**config.mk**
```make
export PLATFORM = sky130hd
export DESIGN_NAME = bls_cell
export DESIGN_NICKNAME = d
export VERILOG_FILES = /design/src/rtl/core/bls_pkg.sv /design/src/rtl/core/bls_cell.sv
export SDC_FILE = /design/constraint.sdc
export NUM_CORES = 1
export LEC_CHECK = 0
export BUFFER_PORTS_ARGS = -buffer_cell sky130_fd_sc_hd__buf_2
export CAP_MARGIN = 20
export CORE_ASPECT_RATIO = 0.75
export CORE_UTILIZATION = 40
export DETAILED_ROUTE_END_ITERATION = 16
export GPL_TIMING_DRIVEN = 0
export PLACE_DENSITY = 0.75
export SLEW_MARGIN = 15
export SYNTH_ARGS = -nofsm -noshare
export SYNTH_HDL_FRONTEND = slang
export SYNTH_SLANG_ARGS = --single-unit
```
**constraint.sdc**
```tcl
create_clock -name clk -period 1.5 [get_ports clk]
set_input_delay 0.15 -clock clk [delete_from_list [all_inputs] [get_ports clk]]
set_output_delay 0.15 -clock clk [all_outputs]
set_load 0.1 [all_outputs]
```
**src/rtl/core/bls_pkg.sv**
```systemverilog
// Shared types and request codes for the bidirectional linear search block.
package bls_pkg;

  localparam logic [1:0] REQ_APPEND = 2'd0;
  localparam logic [1:0] REQ_SEARCH = 2'd1;
  localparam logic [1:0] REQ_CLEAR  = 2'd2;

  typedef struct packed {
    logic        [1:0]  req_type;
    logic signed [31:0] value;
  } req_t;

  typedef struct packed {
    logic       found;
    logic [9:0] position;
  } rsp_t;

  typedef struct packed {
    logic        load;
    logic        shift;
    logic [31:0] target;
  } cell_ctrl_t;

endpackage

```
**src/rtl/core/bls_cell.sv**
```systemverilog
// One storage cell: holds a word and two match bits shifted toward either end.
module bls_cell (
  input  logic                clk,
  input  logic                wr_en,
  input  logic [31:0]         wr_data,
  input  logic                valid,
  input  bls_pkg::cell_ctrl_t ctrl,
  input  logic                l_in,
  input  logic                r_in,
  output logic                l_out,
  output logic                r_out
);

  logic [31:0] word;
  logic        lbit;
  logic        rbit;
  logic        hit;

  assign hit = valid && (word == ctrl.target);

  always_ff @(posedge clk) begin
    if (wr_en) begin
      word <= wr_data;
    end
    if (ctrl.load) begin
      lbit <= hit;
      rbit <= hit;
    end else if (ctrl.shift) begin
      lbit <= l_in;
      rbit <= r_in;
    end
  end

  assign l_out = lbit;
  assign r_out = rbit;

endmodule

```
* Word level (Yosys, flattened, before mapping)
Cells that the tools add are included.
Widths: inputs -> output; s select.
** Word-level totals
- Logic and storage cells :: 10
- Input port bits :: 71
- Register bits after elaboration :: 34
- Output and inout bits :: 2
** Operators by class
- Equality and inequality tests :: 1
- Reductions and logical operators :: 2
- Multiplexer cells :: 4
** Operators with widths (count)
- $eq 32x32->1 :: 1
- $mux 1 :: 4
- $reduce_bool 2->1 :: 1
- $logic_and 1x1->1 :: 1

* Depth between registers and ports, before layout
- Depth in word-level cells :: 3
- Gate-level depth with buffers :: 5
- Gate-level depth less buffers :: 5

* Worst setup path after synthesis
No wires, ideal clock.
- Path type :: reg-to-reg
- Start :: register word[31]
- End :: register rbit (netlist: r_out) (data pin)
- Setup slack :: -33 ps
- Clock period less this slack :: 1533 ps
- Required time :: 1348 ps
- Cell stages (with the launch flop) :: 6
- Library setup time :: 152 ps
- Data arrival time :: 1381 ps
- Path buffers :: 0
- Path through :: edfxtp_1 xor2_1 nor4_1 nand3_1 or4_1 o21ai_0
** Between the ends
- Longest elaborated chain between the ends :: 3
** Ends and longest elaborated chain
- start, declared :: RTL line bls_cell.sv:14 : logic [31:0] word;
- start signal, assigned :: RTL line bls_cell.sv:23 : word <= wr_data;
- $eq 32x32->1 :: RTL line bls_cell.sv:19 : assign hit = valid && (word == ctrl.target);
- $logic_and 1x1->1 :: RTL line bls_cell.sv:19
- $mux 1 :: RTL line bls_cell.sv:25 : if (ctrl.load) begin
- end signal, assigned :: RTL line bls_cell.sv:27 : rbit <= hit;
- end signal, assigned :: RTL line bls_cell.sv:30 : rbit <= r_in;
- end, declared :: RTL line bls_cell.sv:16 : logic rbit;
Every way passes these cells.
A chain may end at the register's enable or synchronous reset.

* Worst setup path after layout
- Start :: register word[10]
- End :: register rbit (netlist: r_out) (data pin)
The elaborated chain is that of the path after synthesis.

==> run metrics <==
RSZ-0062 raised after global routing=yes; # IOs=73; die height=53.19 um; Worst path slowest cell=or4_1; Gate power share=0.128; critical path depth=5; crit share post-route=1.129; leakage=0.8118 nW; clock share of power=0.303; total gr overflow=0; hold wc startpoint=wr_data[5]; # nets final=233; Synth Instances=83; critical path's top delay family=simple AND/OR/NAND/NOR gates; final setup violation count=2; fin area=1921 um2; post-synth top area share=0.7305; capturing point of the worst reg2reg path=r_out$_DFFE_PP_; Hold Path Class=input pin to flip-flop; via count=929; arrival time at the worst endpoint=1.81 ns; share of layout cells above drive strength 1=0.5153; clk_lat worst skew=0.27 ns; placed cell areas=1808 um2; CTS clk-pin slew, worst paths=0.07 ns; CP Data Required Time=1.62 ns; post-CTS setup buffer count=0; post-DR vias/cell=4.576; max-capacitance violation count=0; Most Used Layer, Global Route=met2; Critical path origin=word[10]$_DFFE_PP_; Flop pwr share=0.569; met3 GRT Util=0.03810; Net Sw Frac=0.2296; failing checks=setup timing; Seq/Total Area, Yosys=0.7305; most common cell after layout, fill and taps aside=buf_2; post-synth cell types=11; Worst-Margin Slew=0.7183 ns; clk buf depth=2; Startpoint Class=flip-flop; clock tree sinks=34; H-tree depth=2; Worst R2R Start=word[10]$_DFFE_PP_; core area=3311 um2; ant diodes=0; max_slew headroom=0.5211; CP Capture Point=r_out$_DFFE_PP_; area added between synthesis and finish=37.42%; Int Power=1.576 mW; Synth Register Bits=34; DRC viols=0; number of global-route vias before repair=841; Die W=70.26 um; CTS tree=yes; drt wl/cell=13.13 um; worst setup path category=flip-flop to flip-flop; RePlAce Congestion=0.7156; Yosys warnings=0; Setup crit end kind=flip-flop; Fmax=590.5 MHz; total power=2.046 mW; overall routing resource usage=0.1414; first-pass GRT wire length=3.884 mm; total CTS buffers=5; Tmin final=1.694 ns; Syn Area/Cell=16.84 um2; cell accounting for the most synthesized area=edfxtp_1; Area contributors post-synth=edfxtp_1 (73%), xor2_1 (17%), xnor2_1 (3.1%), nor4_1 (2.7%), nand4_1 (0.90%); worst-path cell chain=xor2_1 -> nor4_2 -> nand3_1 -> or4_1 -> o21ai_1; crit-path max FO=2; met1 global-route usage=0.1853; Initial DRC Count=33; post-route setup slack=-0.1936 ns; Final Max Slew Viols=0; post-synthesis cell area=1398 um2; CTS Hold Buffers Added=0; flop2flop setup slack=-0.19 ns; FILL cells=267; dpl cells=195; largest net degree at the start of global routing=33; VDD IR max=0.6937 mV; worst r2r path cells=5; DR pass1 iterations=4; Seq. cell area=1021 um2; antenna violations before repair=0; status=finished with violations; hold violation count in the final report=0; starting density of the core=0.4221; Post-Route Skew=0.003743 ns; Rows=18; IO buf count=72; Root Buffer=clkbuf_8; multi-input logic area=400.4 um2; Sw Pwr=0.4698 mW; final antenna-violating net count=0; Post-Syn Nets=154; Layout Cells excl Fill=203; pwr/cell area=1065 nW/um2; biggest cell delay along the critical path=0.49 ns; post-DP HPWL=2.053 mm; most frequent cells in the layout=buf_2 (72), edfxtp_1 (34), xor2_1 (27); final WL=2.665 mm; GR Layer Usage met2=0.2302; die footprint=3737 um2; Worst Path Buf+Inv=0
==> state kept, by name, summed over array words and instances, names as in the netlist <==
name / cells
l_out: 1
r_out: 1
word: 32
==> power by group through the flow <==
stage / logic, mW / clock network, mW / registers (mW)
after floorplan: 0.0816 / 0 / 1.21
after global placement: 0.239 / 0 / 1.18
after detailed placement: 0.247 / 0 / 1.19
after CTS: 0.259 / 0.638 / 1.17
after global routing: 0.285 / 0.682 / 1.17
final: 0.263 / 0.620 / 1.16
==> repair_timing <==
action,in CTS,in global routing
endpoints found under the setup margin,2,2
pin swaps,2,1
resized for setup,4,2
==> metrics by stage <==
stage / hold WS, ns / TNS (ns) / utilization / worst slack, ns
2_1_floorplan: 0.2489 / -0.06639 / - / -0.03320
3_3_place_gp: 0.3270 / -0.4620 / 0.5461 / -0.2333
3_5_place_dp: 0.3281 / -0.5700 / 0.5461 / -0.3066
4_1_cts: 0.03912 / -0.4401 / 0.5763 / -0.2290
5_1_grt: 0.02932 / -0.6120 / 0.5801 / -0.3062
6_report: 0.04724 / -0.3754 / 0.5801 / -0.1936
==> synthesized netlist by cell type, drive strengths merged <==
cell and count:
edfxtp 34, xor2 27, nor4 6, xnor2 5, inv 2, nand3 2, nand4 2, o21ai 2
nor3 1, or2 1, or4 1
==> final cells by class <==
type,instances,share of cell area
inverter,2,0.003909
multi-input combinational,47,0.2085
sequential,34,0.5316
clock buffer,6,0.03779
timing repair buffer,72,0.1876
tap,40,0.02606
clock inverter,2,0.004560
==> layer usage <==
layer	up-vias	part of all wire	wire, um
li1	462	-	-
met1	450	0.43	1144
met2	17	0.54	1437
met3	0	0.031	82
met4	0	0	0
met5	-	0	0
==> worst min path at each step <==
stage | to | slack, ns | cells past startpoint
6_report | word[5]$_DFFE_PP_ | 0.05 | 1
5_1_grt | word[5]$_DFFE_PP_ | 0.03 | 1
4_1_cts | word[22]$_DFFE_PP_ | 0.04 | 1
3_5_place_dp | word[22]$_DFFE_PP_ | 0.33 | 1
3_3_place_gp | word[22]$_DFFE_PP_ | 0.33 | 1
2_1_floorplan | word[0]$_DFFE_PP_ | 0.25 | 0
==> cell families (layout without fill, tap and decap cells) <==
logic type             count (synthesis)  count (layout)  share of synthesized area
flip-flops                            34              34                     0.7305
XOR/XNOR                              32              32                     0.2005
AND/OR/NAND/NOR                       13              13                    0.05640
AO/OA/AOI/OAI                          2               2                   0.007162
buffers and inverters                  2              82                   0.005374
No activity file was read; power rests on OpenSTA's default activity.
